$ cat config.mk
export PLATFORM = sky130hd
export DESIGN_NAME = bmf_queue
export DESIGN_NICKNAME = d
export VERILOG_FILES = /design/src/hdl/bmf_pkg.sv /design/src/hdl/bmf_queue.sv
export SDC_FILE = /design/constraint.sdc
export NUM_CORES = 1
export LEC_CHECK = 0
export BUFFER_PORTS_ARGS = -buffer_cell sky130_fd_sc_hd__clkbuf_2
export CAP_MARGIN = 20
export CORE_MARGIN = 4
export CORE_UTILIZATION = 53
export CTS_BUF_LIST = sky130_fd_sc_hd__clkbuf_8
export CTS_CLUSTER_DIAMETER = 60
export DETAILED_ROUTE_END_ITERATION = 8
export MAX_ROUTING_LAYER = met4
export PLACE_DENSITY = 0.77
export SKIP_LAST_GASP = 1
export SYNTH_ARGS = -nofsm -noshare
export SYNTH_HDL_FRONTEND = slang
export SYNTH_SLANG_ARGS = --single-unit
$ cat constraint.sdc
create_clock -name clk -period 1.94 [get_ports clk]
set_input_delay 0 -clock clk [delete_from_list [all_inputs] [get_ports clk]]
set_output_delay 0 -clock clk [all_outputs]
set_load 0.01 [all_outputs]
$ cat src/hdl/bmf_pkg.sv
// Box mean filter package: sizes, derived widths, register codes and the
// queue item passed from the front end to the back end. No dependencies.

package bmf_pkg;

	localparam int WINDOW = 5;
	localparam int MAX_WIDTH = 1024;
	localparam int HALF = WINDOW / 2;
	localparam int TAPS = 2 * HALF + 1;
	localparam int AREA = WINDOW * WINDOW;

	localparam int PIX_W = 8;
	localparam int PIX_MAX = 255;

	localparam int WIDTH_REG_W = 11;
	localparam int HEIGHT_REG_W = 12;
	localparam int CFG_W = 12;
	localparam int CFG_IDX_W = 1;

	localparam int ROW_W = 12;
	localparam int ROW_MAX = 4095;
	localparam int COL_W = $clog2(MAX_WIDTH);
	localparam int WEFF_W = $clog2(MAX_WIDTH + 1);
	localparam int POS_W = ROW_W + COL_W;

	localparam int LINE_W = (TAPS - 1) * PIX_W;
	localparam int CS_W = $clog2(TAPS * PIX_MAX + 1);
	localparam int SUM_W = $clog2(TAPS * TAPS * PIX_MAX + 1);
	localparam int DIV_SHIFT = SUM_W + $clog2(AREA);
	localparam int RECIP = ((1 << DIV_SHIFT) + AREA - 1) / AREA;
	localparam int RECIP_W = $clog2(RECIP + 1);
	localparam int PROD_W = SUM_W + RECIP_W;
	localparam int MEAN_W = PROD_W - DIV_SHIFT;

	localparam int WIDTH_RESET_RAW = 640;
	localparam int WIDTH_RESET = (WIDTH_RESET_RAW > MAX_WIDTH) ? MAX_WIDTH : WIDTH_RESET_RAW;
	localparam int HEIGHT_RESET = 480;
	localparam int LAG_RESET = HALF * WIDTH_RESET + HALF;

	localparam int QUEUE_DEPTH = 4;
	localparam int QUEUE_AW = $clog2(QUEUE_DEPTH);

	typedef enum logic [CFG_IDX_W-1:0] {
		REG_WIDTH  = 1'b0,
		REG_HEIGHT = 1'b1
	} cfg_reg_t;

	typedef struct packed {
		logic [PIX_W-1:0] pix;
		logic [COL_W-1:0] idx;
		logic             emit;
		logic             interior;
		logic             last;
	} bmf_item_t;

endpackage

$ cat src/hdl/bmf_queue.sv
// Short queue of classified items between the front end and the back end.
// Depends on bmf_pkg.

module bmf_queue import bmf_pkg::*; (
	input  logic      clk,
	input  logic      arst_n,
	input  logic      push,
	input  bmf_item_t push_item,
	output logic      full,
	input  logic      pop,
	output logic      head_valid,
	output bmf_item_t head_item
);

	bmf_item_t             slot_q [QUEUE_DEPTH];
	logic [QUEUE_AW-1:0]   wp_q, rp_q;
	logic [QUEUE_AW:0]     cnt_q;
	logic                  do_pop;

	assign full = (cnt_q == (QUEUE_AW+1)'(QUEUE_DEPTH));
	assign head_valid = (cnt_q != '0);
	assign head_item = slot_q[rp_q];
	assign do_pop = pop && head_valid;

	always_ff @(posedge clk) begin
		if (push) begin
			slot_q[wp_q] <= push_item;
		end
	end

	always_ff @(posedge clk or negedge arst_n) begin
		if (!arst_n) begin
			wp_q  <= '0;
			rp_q  <= '0;
			cnt_q <= '0;
		end else begin
			if (push) begin
				wp_q <= wp_q + 1'b1;
			end
			if (do_pop) begin
				rp_q <= rp_q + 1'b1;
			end
			if (push && !do_pop) begin
				cnt_q <= cnt_q + 1'b1;
			end else if (!push && do_pop) begin
				cnt_q <= cnt_q - 1'b1;
			end
		end
	end

endmodule

### Word-level counts from Yosys, hierarchy flattened

Memory sizes are Yosys's and may differ from the RTL's.
Cells that the tools add are included.

| operators by class | value |
|---|---|
| add/sub/neg operators | 4 |
| equal/unequal tests | 1 |
| mux-type cells | 4 |
| reduce and logical (&&, ||, !) cells | 7 |

Operator list:

| cell | number |
|---|---|
| $mux 3 | 2 |
| $add 2x1->2 const B | 2 |
| $add 3x1->3 const B | 1 |
| $eq 3x3->1 const B | 1 |
| $logic_and 1x1->1 | 3 |
| $reduce_bool 3->1 | 1 |
| $sub 3x1->3 const B | 1 |
| $logic_not 1->1 | 2 |
| $mux 1 | 2 |
| $reduce_bool 2->1 | 1 |

| storage, ports and cells | value |
|---|---|
| register bits | 7 |
| bits in writable memories | 84 |
| bits of input ports | 25 |
| memories | 1 |

Memories:

| name | depth | width | rd ports | clocked after Yosys merged registers in | write ports | line | text |
|---|---|---|---|---|---|---|---|
| slot_q | 4 | 21 | 1 | 0 | 1 | bmf_queue.sv:15 | `bmf_item_t slot_q [QUEUE_DEPTH];` |

### Logic depth before layout (Yosys ltp)

| logic depth | value |
|---|---|
| depth in word-level cells | 5 |
| gate-level depth with buffers | 8 |

### Worst setup path before layout

No wires, ideal clock.

| timing path | value |
|---|---|
| path kind | flip-flop to flip-flop |
| start point | register cnt_q[0] |
| end point | register cnt_q[2] |
| setup time | 0.079 ns |
| arrival | 1.972 ns |
| required time | 1.861 ns |
| path slack | -0.111 ns |
| stages on the path, launching flop included | 9 |
| path buffers | 0 |
| clock period less this slack | 2.051 ns |
| path through | dfrtp_1 > or3_1 > nand2_1 > ha_1 > inv_1 > fa_1 > xor2_1 > nor2_1 > xor2_1 |

| on the way | value |
|---|---|
| word-level cells in the longest chain between the ends | 5 |
| elaborated cells on any way between the ends | 10 |

RTL lines:

| what | line | text |
|---|---|---|
| from (decl) | bmf_queue.sv:17 | `logic [QUEUE_AW:0] cnt_q;` |
| from (signal assigned) | bmf_queue.sv:44 | `cnt_q <= cnt_q + 1'b1;` |
| from (signal assigned) | bmf_queue.sv:46 | `cnt_q <= cnt_q - 1'b1;` |
| $reduce_bool 3->1 (*) | bmf_queue.sv:21 | `assign head_valid = (cnt_q != '0);` |
| via head_valid | bmf_queue.sv:11 | `output logic head_valid,` |
| $logic_and 1x1->1 (*) | bmf_queue.sv:23 | `assign do_pop = pop && head_valid;` |
| $logic_not 1->1 | bmf_queue.sv:43 | `if (push && !do_pop) begin` |
| $logic_and 1x1->1 | bmf_queue.sv:43 |  |
| $mux 3 or $reduce_bool 2->1 (tied branches) | - |  |

Mark *: on every way through the listed nets, which the timed path passes. The rest lies on a longest branch. The select of a mux whose other input is x is not followed.
A chain may end at the register's enable or synchronous reset.

### Worst setup path after layout

| timing path | value |
|---|---|
| start point | register cnt_q[2] |
| end point | register cnt_q[2] |

| on the way | value |
|---|---|
| word-level cells in the longest chain between the ends | 5 |
| elaborated cells on any way between the ends | 10 |

RTL lines:

| what |
|---|
| parallel branches: the longest is 5 deep, another holds $sub 3x1->3 |

Parallel ways; which one is timed is not known. The select of a mux whose other input is x is not followed.

==> summary.md <==
| Metric | Value |
|---|---|
| Outcome | complete, no violations |
| Fmax | 521.9 MHz |
| MaxCap Viol Count | 0 |
| Register area share after synthesis | between 70 and 80% |
| Most used cell, CP | xor2_1 |
| Vias in the first global route | roughly 1,800 |
| Vias per inst | around 5.3 |
| Worst slew margin | between 70% and 80% |
| Hold Path Sink | slot_q[2][19] |
| Met1 Track Usage GR | about a fifth |
| M2 GR Usage | 27.13% |
| Compound-Gate Fraction of Synth Area | less than 1% |
| Distinct cells, synth | 20 |
| Grt ovf | 0 |
| DP Area | between 3000 and 4000 um^2 |
| HPWL after DPL | ~3900 um |
| Post-DRT Antenna Nets | 0 |
| Setup crit end kind | register |
| Min-delay worst type | primary input to register |
| Met3 usage | 3.818% |
| Setup ws final | between 0.02 and 0.025 ns |
| Peak VDD IR | 0.0008329 V |
| Die ar. | about 7900 um^2 |
| Crit path kind | register to register |
| IO Pins | 48 |
| CTS Root Cell | clkbuf_8 |
| Initial antenna violation count | 0 |
| ANT cells | 0 |
| Starting DRT DRC Count | 60 |
| Unrepaired setup endpoints after global routing | yes |
| CTS max path bufs | 2 |
| Mapped Area | 3461 um^2 |
| Hold depth | 2 |
| Chip height | about 89 um |
| Final Hold Viols | 0 |
| Die Wd | around 89 um |
| Critical path cell sequence | or3_4 -> nand2_4 -> ha_4 -> inv_2 -> fa_2 -> xor2_1 -> nor2_1 -> xor2_1 |
| Largest net degree at the start of global routing | 18 |
| Nets | 268 |
| Mux contribution to synthesized area | between 10% and 20% |
| Wirelength per Cell | ~19 um |
| GRT busiest layer | met2 |
| Critical Path Source | cnt_q[2] |
| Adder-cell share of the synthesized area | ~2.4% |
| CTS Buf Count | 9 |
| Crit-path slowest cell | or3_4 |
| XOR/XNOR Fraction of Synth Area | 1.518% |
| Cell Rows | 29 |
| PwrDens | approximately 1400 nW/um^2 |
| Fin crit period | 1.916 ns |
| CP Launch Type | register |
| Syn. warnings | 0 |
| Starting Density | a little over half |
| Overall Global Routing Usage | between 10% and 20% |
| DRC viols | 0 |
| Simple-gate share of the synthesized area | 1.591% |
| R2R cell count | 8 |
| Pre-antenna DRT Iters | 4 |
| CP arrival | around 2.2 ns |
| Power, Total | a little over 6000 uW |
| Port Buf Inserts | 47 |
| Final period utilization | between 90 and 100% |
| Finished Core Util | 68.99% |
| Hold path start | push_item[19] |
| CP max stage delay | 0.41 ns |
| Worst skew pair latency | around 0.35 ns |
| Leak Pwr | 0.001612 uW |
| Fin area | between 4000 and 5000 um^2 |
| Mapped Cells | roughly 140 |
| R2r setup slk | between 0.02 and 0.025 ns |
| Place WS | -0.03316 ns |
| Final Wtd Congestion | ~0.76 |
| Core region area | approximately 6300 um^2 |
| Worst slew pin tran | ~0.44 ns |
| Fin. max-slew vios | 0 |
| Layout cells sized above 1 | between 40% and 50% |
| Syn_area_per_cell | about 24 um^2 |
| Final WL | a little under 6000 um |
| CTS tree | done |
| H-tree depth | 3 |
| Seq cells post-synth | ~90 |
| Clock sink total | a little over 90 |
| Vias | approximately 1,700 |
| Area Overhead vs Synth | 26.57% |
| Critical R2R Launch | cnt_q[2] |
| Worst Clk Skew | 0.01226 ns |
| First-pass GRT wire length | 9204 um |
| Setup TNS | 0 ns |
| Final setup fails | 0 |
| Required time worst endpoint | around 2.2 ns |
| Reg-to-Reg End | cnt_q[2] |
| Largest fanout on the critical path | 2 |
| Clock Pin Slew Worst Setup and Hold Paths | 0.08 ns |
| Main combinational cell family by area after synthesis | multiplexers |
| Net count after synthesis | between 150 and 200 |
final cells by class:
type,count,area [um^2]
well taps,77,96.34
fillers,391,1969
flip-flops and latches,91,2698
inverters,3,11.26
clock inverters,7,85.08
multi-input cells,45,718.2
clock buffers,9,123.9
repair buffers,87,648.1
timing repair:
item	4_1_cts	5_1_grt
pin swaps	2	6
buffers inserted	2	2
setup endpoints to repair	1	1
gates cloned	0	0
resized for setup	2	1
hold endpoints to repair	95	0
hold buffers	25	0
critical path: cells and delay by family (launching register included):
family / cells / cell delay [ns]
simple gates: 3 / 0.63
buf+inv: 1 / 0.04
flops: 1 / 0.39
fa+ha+maj: 2 / 0.48
xor+xnor: 2 / 0.30
registers in the layout, summed over array words and instances (netlist names):
| name | cells |
|---|---|
| cnt_q | 3 |
| wp_q | 2 |
| slot_q | 84 |
| rp_q | 2 |
logic make-up after synthesis:
kind of cell,Yosys count
multiplexers,22
AO/OA/AOI/OAI,1
XOR/XNOR,6
adder cells (fa/ha/maj),6
buffers and inverters,8
flip-flops,91
AND/OR/NAND/NOR,10
Yosys cell counts:
cell / instances / area (um^2)
buf_12: 2 / 40.04
edfxtp_1: 84 / 2522
or3_1: 1 / 6.260
buf_6: 1 / 11.26
and2_1: 4 / 25.02
nand3_1: 1 / 5.000
mux4_2: 18 / 405.4
buf_2: 2 / 10.01
o21ai_0: 1 / 5.000
xor2_1: 3 / 26.28
nor3b_1: 1 / 7.510
ha_1: 5 / 62.56
nand2_1: 2 / 7.510
nor2_1: 1 / 3.750
fa_1: 1 / 20.02
dfrtp_1: 7 / 175.2
mux4_1: 3 / 78.83
xnor2_1: 3 / 26.28
mux2_2: 1 / 11.26
inv_1: 3 / 11.26
placed cells by master (no fill, tap or decap):
cell,count
clkbuf_8,9
or3_4,1
clkinv_4,1
nor3b_1,1
nor2_1,1
inv_1,4
mux4_1,3
nand2_1,1
bufinv_16,2
mux2_2,1
xor2_1,3
nand2_4,1
and2_1,4
nand3_1,1
mux4_2,18
buf_12,4
fa_2,1
inv_2,1
clkbuf_2,47
ha_4,1
buf_4,11
clkinv_1,1
dfrtp_1,7
xnor2_1,3
o21ai_0,1
ha_1,4
dlygate4sd3_1,25
clkinv_2,1
edfxtp_1,84
per-layer routing:
layer	share of wire [%]	wire length, um	vias to the layer above
met5	0	0	-
met4	1.9	115	0
met2	52	3077	50
met1	42	2464	850
met3	4.3	256	12
li1	-	-	774
how the worst max path moves through the flow:
stage / endpoint / cells past startpoint
floorplan: cnt_q[2] / 8
global placement: cnt_q[2] / 8
detailed placement: cnt_q[2] / 8
CTS: cnt_q[2] / 8
global route: cnt_q[2] / 8
finish: cnt_q[2] / 8
power breakdown:
group          leakage, uW  total, uW  internal [uW]  switching [uW]
logic             0.000645       2030           1050             978
clock network     0.000113       1320            712             604
registers         0.000854       2730           2580             144
total              0.00161       6080           4350            1730
through the flow:
stage	hold slack [ns]	std cells
after detailed placement	-0.1569	274
after global routing	0.4002	319
after floorplan	-0.2956	144
after CTS	0.3868	317
after global placement	-0.1615	274
final	0.4075	319
Note: power is estimated with default switching activity, not from simulation.
