**src/hdl/bmf_pkg.sv**
```systemverilog
// Box mean filter package: sizes, derived widths, register codes and the
// queue item passed from the front end to the back end. No dependencies.

package bmf_pkg;

	localparam int WINDOW = 5;
	localparam int MAX_WIDTH = 1024;
	localparam int HALF = WINDOW / 2;
	localparam int TAPS = 2 * HALF + 1;
	localparam int AREA = WINDOW * WINDOW;

	localparam int PIX_W = 8;
	localparam int PIX_MAX = 255;

	localparam int WIDTH_REG_W = 11;
	localparam int HEIGHT_REG_W = 12;
	localparam int CFG_W = 12;
	localparam int CFG_IDX_W = 1;

	localparam int ROW_W = 12;
	localparam int ROW_MAX = 4095;
	localparam int COL_W = $clog2(MAX_WIDTH);
	localparam int WEFF_W = $clog2(MAX_WIDTH + 1);
	localparam int POS_W = ROW_W + COL_W;

	localparam int LINE_W = (TAPS - 1) * PIX_W;
	localparam int CS_W = $clog2(TAPS * PIX_MAX + 1);
	localparam int SUM_W = $clog2(TAPS * TAPS * PIX_MAX + 1);
	localparam int DIV_SHIFT = SUM_W + $clog2(AREA);
	localparam int RECIP = ((1 << DIV_SHIFT) + AREA - 1) / AREA;
	localparam int RECIP_W = $clog2(RECIP + 1);
	localparam int PROD_W = SUM_W + RECIP_W;
	localparam int MEAN_W = PROD_W - DIV_SHIFT;

	localparam int WIDTH_RESET_RAW = 640;
	localparam int WIDTH_RESET = (WIDTH_RESET_RAW > MAX_WIDTH) ? MAX_WIDTH : WIDTH_RESET_RAW;
	localparam int HEIGHT_RESET = 480;
	localparam int LAG_RESET = HALF * WIDTH_RESET + HALF;

	localparam int QUEUE_DEPTH = 4;
	localparam int QUEUE_AW = $clog2(QUEUE_DEPTH);

	typedef enum logic [CFG_IDX_W-1:0] {
		REG_WIDTH  = 1'b0,
		REG_HEIGHT = 1'b1
	} cfg_reg_t;

	typedef struct packed {
		logic [PIX_W-1:0] pix;
		logic [COL_W-1:0] idx;
		logic             emit;
		logic             interior;
		logic             last;
	} bmf_item_t;

endpackage

```
**src/hdl/bmf_ifs.sv**
```systemverilog
// Valid/ready channel interfaces for the box mean filter: pixel requests in,
// window means out. Depends on bmf_pkg.

interface bmf_in_if import bmf_pkg::*; ();
	logic             valid;
	logic             ready;
	logic [PIX_W-1:0] pixel_in;
	logic             frame_start;
	logic             flush;

	modport source (output valid, pixel_in, frame_start, flush, input ready);
	modport sink (input valid, pixel_in, frame_start, flush, output ready);
endinterface


```
**src/hdl/bmf_front.sv**
```systemverilog
// Front end: configuration registers, input and output position counters,
// classification of each request into a queue item. Depends on bmf_pkg, bmf_ifs.

module bmf_front import bmf_pkg::*; (
	input  logic                 clk,
	input  logic                 arst_n,
	bmf_in_if.sink               pixels,
	input  logic                 cfg_write,
	input  logic [CFG_IDX_W-1:0] cfg_index,
	input  logic [CFG_W-1:0]     cfg_data,
	input  logic                 q_full,
	output logic                 push,
	output bmf_item_t            push_item
);

	logic [COL_W-1:0]        col_q, ocol_q;
	logic [ROW_W-1:0]        row_q, orow_q;
	logic [POS_W-1:0]        pos_q, lag_q;
	logic [WEFF_W-1:0]       weff_q;
	logic [HEIGHT_REG_W-1:0] heff_q;
	logic                    done_q;
	logic                    recalc_q;

	logic                    take, fs;
	logic [COL_W-1:0]        col_c, ocol_c, col_n, ocol_n;
	logic [ROW_W-1:0]        row_c, orow_c, row_n, orow_n;
	logic [POS_W-1:0]        pos_c, pos_base, pos_n, recalc_pos, lag_new;
	logic                    done_c, done_n;
	logic                    emit, interior, last, in_wrap, out_wrap, row_sat;
	logic [ROW_W+WEFF_W-1:0] row_prod;
	logic [WIDTH_REG_W-1:0]  wv;
	logic [HEIGHT_REG_W-1:0] hv, heff_new;
	logic [WEFF_W-1:0]       weff_new;

	assign pixels.ready = !recalc_q && !q_full;
	assign take = pixels.valid && pixels.ready;
	assign fs = pixels.frame_start;

	always_comb begin
		col_c  = fs ? '0 : col_q;
		row_c  = fs ? '0 : row_q;
		ocol_c = fs ? '0 : ocol_q;
		orow_c = fs ? '0 : orow_q;
		pos_c  = fs ? '0 : pos_q;
		done_c = fs ? 1'b0 : done_q;

		emit = !done_c && (pos_c >= lag_q);
		interior = (int'(orow_c) >= HALF) && (int'(orow_c) + HALF < int'(heff_q)) &&
			(int'(ocol_c) >= HALF) && (int'(ocol_c) + HALF < int'(weff_q));
		last = (int'(orow_c) + 1 >= int'(heff_q)) && (int'(ocol_c) + 1 >= int'(weff_q));

		in_wrap = int'(col_c) + 1 >= int'(weff_q);
		row_sat = (row_c == ROW_W'(ROW_MAX));
		col_n = in_wrap ? '0 : col_c + 1'b1;
		row_n = (in_wrap && !row_sat) ? row_c + 1'b1 : row_c;
		pos_base = pos_c - POS_W'(col_c);
		if (!in_wrap) begin
			pos_n = pos_c + 1'b1;
		end else if (row_sat) begin
			pos_n = pos_base;
		end else begin
			pos_n = pos_base + POS_W'(weff_q);
		end

		out_wrap = int'(ocol_c) + 1 >= int'(weff_q);
		ocol_n = ocol_c;
		orow_n = orow_c;
		done_n = done_c;
		if (emit) begin
			if (last) begin
				done_n = 1'b1;
			end else if (out_wrap) begin
				ocol_n = '0;
				if (orow_c != ROW_W'(ROW_MAX)) begin
					orow_n = orow_c + 1'b1;
				end
			end else begin
				ocol_n = ocol_c + 1'b1;
			end
		end
	end

	always_comb begin
		wv = cfg_data[WIDTH_REG_W-1:0];
		hv = cfg_data[HEIGHT_REG_W-1:0];
		if (wv == '0) begin
			weff_new = WEFF_W'(1);
		end else if (int'(wv) > MAX_WIDTH) begin
			weff_new = WEFF_W'(MAX_WIDTH);
		end else begin
			weff_new = WEFF_W'(wv);
		end
		heff_new = (hv == '0) ? HEIGHT_REG_W'(1) : hv;
		lag_new = POS_W'(HALF * int'(weff_new) + HALF);
		row_prod = (ROW_W+WEFF_W)'(row_q) * (ROW_W+WEFF_W)'(weff_q);
		recalc_pos = POS_W'(row_prod + (ROW_W+WEFF_W)'(col_q));
	end

	assign push = take;
	assign push_item.pix = pixels.flush ? '0 : pixels.pixel_in;
	assign push_item.idx = col_c;
	assign push_item.emit = emit;
	assign push_item.interior = interior;
	assign push_item.last = last;

	always_ff @(posedge clk or negedge arst_n) begin
		if (!arst_n) begin
			col_q    <= '0;
			row_q    <= '0;
			ocol_q   <= '0;
			orow_q   <= '0;
			pos_q    <= '0;
			done_q   <= 1'b0;
			weff_q   <= WEFF_W'(WIDTH_RESET);
			heff_q   <= HEIGHT_REG_W'(HEIGHT_RESET);
			lag_q    <= POS_W'(LAG_RESET);
			recalc_q <= 1'b0;
		end else begin
			recalc_q <= 1'b0;
			if (cfg_write) begin
				unique case (cfg_reg_t'(cfg_index))
					REG_WIDTH: begin
						weff_q   <= weff_new;
						lag_q    <= lag_new;
						recalc_q <= 1'b1;
					end
					REG_HEIGHT: begin
						heff_q <= heff_new;
					end
				endcase
			end
			if (recalc_q) begin
				pos_q <= recalc_pos;
			end
			if (take) begin
				col_q  <= col_n;
				row_q  <= row_n;
				pos_q  <= pos_n;
				ocol_q <= ocol_n;
				orow_q <= orow_n;
				done_q <= done_n;
			end
		end
	end

endmodule

```
**src/flat_wrapper.sv**
```systemverilog
// flat-port wrapper written by rule: the top's interface ports become plain ports
module bmf_front_flat import bmf_pkg::*;
  (clk, arst_n, cfg_write, cfg_index, cfg_data, q_full, push, push_item, pixels_valid, pixels_pixel_in, pixels_frame_start, pixels_flush, pixels_ready);
  bmf_in_if pixels_i ();
  input  logic clk;
  input  logic arst_n;
  input  logic cfg_write;
  input  logic [CFG_IDX_W-1:0] cfg_index;
  input  logic [CFG_W-1:0] cfg_data;
  input  logic q_full;
  output logic push;
  output bmf_item_t push_item;
  input wire logic [$bits(pixels_i.valid)-1:0] pixels_valid;
  input wire logic [$bits(pixels_i.pixel_in)-1:0] pixels_pixel_in;
  input wire logic [$bits(pixels_i.frame_start)-1:0] pixels_frame_start;
  input wire logic [$bits(pixels_i.flush)-1:0] pixels_flush;
  output wire logic [$bits(pixels_i.ready)-1:0] pixels_ready;
  assign pixels_i.valid = pixels_valid;
  assign pixels_i.pixel_in = pixels_pixel_in;
  assign pixels_i.frame_start = pixels_frame_start;
  assign pixels_i.flush = pixels_flush;
  assign pixels_ready = pixels_i.ready;
  bmf_front u_core (.clk(clk), .arst_n(arst_n), .pixels(pixels_i), .cfg_write(cfg_write), .cfg_index(cfg_index), .cfg_data(cfg_data), .q_full(q_full), .push(push), .push_item(push_item));
endmodule
```
**config.mk**
```make
export PLATFORM = sky130hd
export DESIGN_NAME = bmf_front_flat
export DESIGN_NICKNAME = d
export VERILOG_FILES = /design/src/hdl/bmf_pkg.sv /design/src/hdl/bmf_ifs.sv /design/src/hdl/bmf_front.sv /design/src/flat_wrapper.sv
export SDC_FILE = /design/constraint.sdc
export NUM_CORES = 1
export LEC_CHECK = 0
export BUFFER_PORTS_ARGS = -buffer_cell sky130_fd_sc_hd__buf_2
export CORE_UTILIZATION = 57
export CTS_CLUSTER_SIZE = 14
export DETAILED_ROUTE_END_ITERATION = 10
export MAX_ROUTING_LAYER = met4
export PLACE_DENSITY = 0.74
export SLEW_MARGIN = 0
export SYNTH_ARGS = -nofsm -noshare
export SYNTH_HDL_FRONTEND = slang
export SYNTH_SLANG_ARGS = --single-unit
export TNS_END_PERCENT = 5
```
**constraint.sdc**
```tcl
create_clock -name clk -period 8.8 [get_ports clk]
set_input_delay 0.88 -clock clk [delete_from_list [all_inputs] [get_ports clk]]
set_output_delay 0.88 -clock clk [all_outputs]
set_load 0.01 [all_outputs]
```
# Word level (Yosys, flattened, before mapping)
# Index checks and enable logic that the tools add are counted.
[classes] addsub=14 mul=1 magnitude_cmp=9 n_eq_ne=2 muxes=27 bitwise=1 reduce_logical=17
[ops] op="$mux W22" count=5
[ops] op="$mux W12" count=8
[ops] op="$ge A32 B12 Y1" count=2
[ops] op="$mux W10" count=6
[ops] op="$ge A32 B13 Y1" count=1
[ops] op="$lt A32 B12 Y1" count=1
[ops] op="$lt A32 B13 Y1" count=1
[ops] op="$add A12 B2 Y13 const B" count=2
[ops] op="$add A12 B1 Y12 const B" count=2
[ops] op="$add A10 B1 Y11 const B" count=2
[ops] op="$add A22 B1 Y22 const B" count=1
[ops] op="$add A22 B10 Y22" count=1
[ops] op="$add A22 B11 Y22" count=1
[ops] op="$ge A22 B22 Y1" count=1
[ops] op="$mul A12 B11 Y22" count=1
[ops] op="$mux W11" count=2
[ops] op="$sub A22 B10 Y22" count=1
[ops] op="$add A10 B1 Y10 const B" count=2
[ops] op="$add A12 B1 Y13 const B" count=1
[ops] op="$eq A12 B12 Y1 const B" count=1
[ops] op="$ge A12 B2 Y1 const B" count=1
[ops] op="$logic_not A12 Y1" count=1
[ops] op="$ne A12 B12 Y1 const B" count=1
[ops] op="$add A10 B2 Y11 const B" count=1
[ops] op="other kinds (10)" count=25
[totals] ff_bits=113 inputBits=28 output_inout_bits=23 elab_cells=81

# Logic depth before layout (Yosys ltp)
[logic_depth] depth_word=6 ltp_mapped=24 ltp_nobuf=21

# Worst setup path after synthesis
# Ideal clock, no wire load.
[synth_timing] kind="in2reg" from="input pixels_frame_start" to="register u_core.pos_q[19]" setup_ns=0.120 arrival_ns=5.825 required_ns=8.680 setup_slack_ns=2.855 cell_stages=23 n_path_buf=5 cell_sequence="clkbuf_1 clkbuf_1 clkbuf_1 clkbuf_1 buf_1 nor2_1 inv_1 ha_1 o211ai_1 a21oi_1 or3_1 a21oi_1 xnor2_1 ha_1 a21oi_1 a21boi_0 a211o_1 o41ai_1 a211oi_2 and2b_2 mux2i_1 or4_1 and3_1"
[synth_rtl] element="start: declaration" line_no="flat_wrapper.sv:15" text="input wire logic [$bits(pixels_i.frame_start)-1:0] pixels_frame_start;"
[synth_rtl] element="end signal: assignment" line_no="bmf_front.sv:133" text="pos_q <= recalc_pos;"
[synth_rtl] element="end signal: assignment" line_no="bmf_front.sv:138" text="pos_q <= pos_n;"
[synth_rtl] element="end: declaration" line_no="bmf_front.sv:18" text="logic [POS_W-1:0] pos_q, lag_q;"

# Worst setup path after layout
[layout_timing] from="register u_core.weff_q[4]" to="register u_core.pos_q[21]"
[layout_between] elab_chain_cells=4
[layout_lines] element="start: declaration" line_no="bmf_front.sv:19" text="logic [WEFF_W-1:0] weff_q;"
[layout_lines] element="start signal: assignment" line_no="bmf_front.sv:114" text="weff_q <= WEFF_W'(WIDTH_RESET);"
[layout_lines] element="start signal: assignment" line_no="bmf_front.sv:123" text="weff_q <= weff_new;"
[layout_lines] element="$mul A12 B11 Y22 / $add A22 B11 Y22 (equally long branches)" line_no="bmf_front.sv:95, bmf_front.sv:62"
[layout_lines] element="$add A22 B10 Y22 / $mux W22 (equally long branches)" line_no="bmf_front.sv:96, bmf_front.sv:59"
[layout_lines] element="$mux W22, on equally long branches" line_no="bmf_front.sv:132, bmf_front.sv:57"
[layout_lines] element="$mux W22 (*)" line_no="bmf_front.sv:135" text="if (take) begin"
# Every way passes the cells marked *; elsewhere a longest branch is shown, timed or not. The select of a mux whose other input is x is not followed.
# A chain may end at the register's enable or synchronous reset.

==> metrics.yaml <==
power:
  combPwrFrac_pct: 48.2
  pwr-share-seq_pct: 31.1
  switching_share_pct: 44.6
  clkPwrFrac_pct: 20.8
  powerDensity_nw_per_um2: 141
  p_int_mw: 1.15
  ir_worst_vdd_uv: 128
  leakagePower_nw: 7.13
  p_sw_mw: 0.926
sta:
  setup-tns-final_ns: 0
  fin_worst_skew_ns: 0.0170
  tightest_slew_ns: 1.02
  rsz0062_at_grt: "no"
  fmax_ghz: 0.164
  drv_slew: 0
  post-route-period-util_pct: 69.1
  fin_crit_ns: 6.08
  finalHoldViolCount: 0
  timing.slew.headroom_pct: 31.7
  setup_viol: 0
  whs_ns: 0.402
  finalWorstSetupSlack_ns: 2.72
synth:
  synth-simple-area-share_pct: 21.1
  synthCells: 1716
  synth_area_per_cell_um2: 8.16
  synth_commonest_cells: "inv_1 (215), nand2_1 (206), ha_1 (160)"
  synth_nets: 2004
  synth.most_common_cell: "inv_1"
  yosysWarnings: 0
  synth_edf_count: 0
  yosys.area.top_type: "dfrtp_1"
  synth_top_area_share_pct: 16.8
  synth_top_family_by_area: "adder cells"
  synth_ff_type: "dfrtp_1"
  synthXorXnorAreaFrac_pct: 7.07
  synth_cell_types: 74
  synth_compound_area_share_pct: 14.8
  synth_mux_area_share_pct: 1.81
  synth_area_leaders: "dfrtp_1 (17%), fa_1 (14%), ha_1 (14%)"
  synth-async-reset-ratio_pct: 100
  yosysSeqAreaShare_pct: 18.5
  synthAdderAreaFrac_pct: 28.6
  ys_ff_latch: 103
  synth_area_um2: 14000
worst_setup_path:
  r2r_cells: 17
  crit_fanout: 15
  required_ns: 9.06
  crit_top_cell: "fa_1"
  path_delay_family: "adder cells"
  cp.buffers_inverters: 3
  cp_cell_sequence: "nand2_1, fa_1, fa_1, fa_1, inv_1, fa_1, inv_1, fa_1, inv_1, ha_1, or4_1, o22a_1, a41o_1, a221oi_1, o21ai_0, xnor2_1, a221oi_1"
  critical_path_depth: 17
  cpMaxStageDelayCell: "dfrtp_1"
  cp_slowest_stage_delay_ns: 0.72
  crit_arrival_ns: 6.34
  start_kind: "register"
  cp-end-kind: "register"
  criticalPathCategory: "register to register"
floorplan:
  ios: 51
  fp.dieH_um: 159
  die_area_um2: 25200
  num_rows: 56
  coreArea_um2: 23800
  die_x_um: 159
  start_util_pct: 58.9
clock_tree:
  root_buffer: "clkbuf_16"
  clock-sinks: 103
  cts-resized-gates: 0
  holdBufCountCts: 0
  cts_made_buffers: 9
  postCtsSetupBuffers: 0
  cts_tree: "built"
  htree_levels: 3
  clkLatencyLatePin_ns: 0.37
  path_clk_slew_ns: 0.09
  clockBufferDepth: 2
place:
  portBuffers: 50
  globalplace.congestion: 0.944
  dpl_cell_area_um2: 14400
  dp_hpwl_um: 29600
  pre_cts_ws_ns: 2.77
routing:
  drc: 0
  wl_met1_um: 17100
  drtIter0Drc: 1164
  top_layer: "met4"
  wl_per_cell_um: 18.7
  wl_met3_um: 3020
  firstDrtPassIters: 6
  met2WireLength_um: 16900
  vias: 12247
  viasPerCell: 6.03
  ant_nets: 0
  routed_wl_um: 38000
global_route:
  grt_pass1_wl_um: 61500
  antenna_found_initial: 1
  grt_pass1_vias: 11801
  gr-total-overflow: 0
  grt_max_degree: 78
  grt_use_total_pct: 32.8
layout:
  final_nets: 1993
  syn2layout_area_growth_pct: 5.17
  fin_area_um2: 14700
  drive_gt1_share_pct: 6.73
worst_hold_path:
  hold_class: "primary input to async pin"
flow_run:
  cap_violations: 0
status:
  status: "finished clean"
==> flip-flops by register name, indices dropped and copies added, names as in the netlist <==
signal / flops
u_core.heff_q: 12
u_core.col_q: 10
u_core.lag_q: 12
u_core.weff_q: 11
u_core.orow_q: 12
u_core.pos_q: 22
u_core.recalc_q: 1
u_core.done_q: 1
u_core.row_q: 12
u_core.ocol_q: 10
==> power by group through the flow <==
stage	sequential, mW	combinational [mW]	clock (mW)
after floorplan	0.589	0.780	0
after global placement	0.644	0.956	0
after detailed placement	0.649	0.973	0
after CTS	0.639	0.983	0.432
after global routing	0.653	1.11	0.450
final	0.644	0.999	0.431
==> layout by cell type (no fill, tap or decap), types with 49 or more instances in the layout <==
cell     count
buf_2       49
xnor2_1     62
a21oi_1     75
and2_1      69
dfrtp_1     94
ha_1       160
nor2_1      96
fa_1       100
inv_1      215
o21ai_0     72
nand2_1    206
xor2_1      51
nand3_1     50
==> area by class of cell <==
class	count	area, um2
Inverter	218	818
Timing Repair Buffer	59	320
Clock buffer	9	225
Clock inverter	7	83.8
Sequential cell	103	2590
Fill cell	2093	9030
Multi-Input combinational cell	1314	10300
Antenna cell	1	2.50
Tap cell	319	399
==> routing by layer <==
layer  up-vias  GRT usage, %
li1       5764             -
met1      5918          44.9
met2       507          50.1
met3        58          5.17
met4         0          9.52
met5         -             -
==> cells by family (layout without fill, tap and decap cells) <==
kind of cell               after synthesis  count (layout)
adders and majority gates              260             260
and+or+nand+nor                        601             601
DFF                                    103             103
other                                    0               1
muxes                                   24              24
AOI/OAI and AO/OA                      316             316
xor gates and xnor gates               113             113
buffers and inverters                  299             293
==> stage by stage <==
step	cells	total power, mW	util [%]
after global routing	2030	2.22	62.0
final	2030	2.07	62.0
after global placement	2013	1.60	60.7
after floorplan	1716	1.37	-
after CTS	2029	2.05	62.0
after detailed placement	2013	1.62	60.7
==> final timing paths <==
| kind | slack, ns | startpoint | to |
|---|---|---|---|
| max reg2reg | 2.72 | u_core.weff_q[4] | u_core.pos_q[21] |
| min reg2reg | 0.48 | u_core.lag_q[10] | u_core.lag_q[10] |
| min in group clk | 0.48 | u_core.lag_q[10] | u_core.lag_q[10] |
| max in group asynchronous | 7.04 | arst_n | u_core.pos_q[21] |
| min | 0.40 | arst_n | u_core.heff_q[0] |
| max | 2.72 | u_core.weff_q[4] | u_core.pos_q[21] |
No activity file was read; power rests on OpenSTA's default activity.
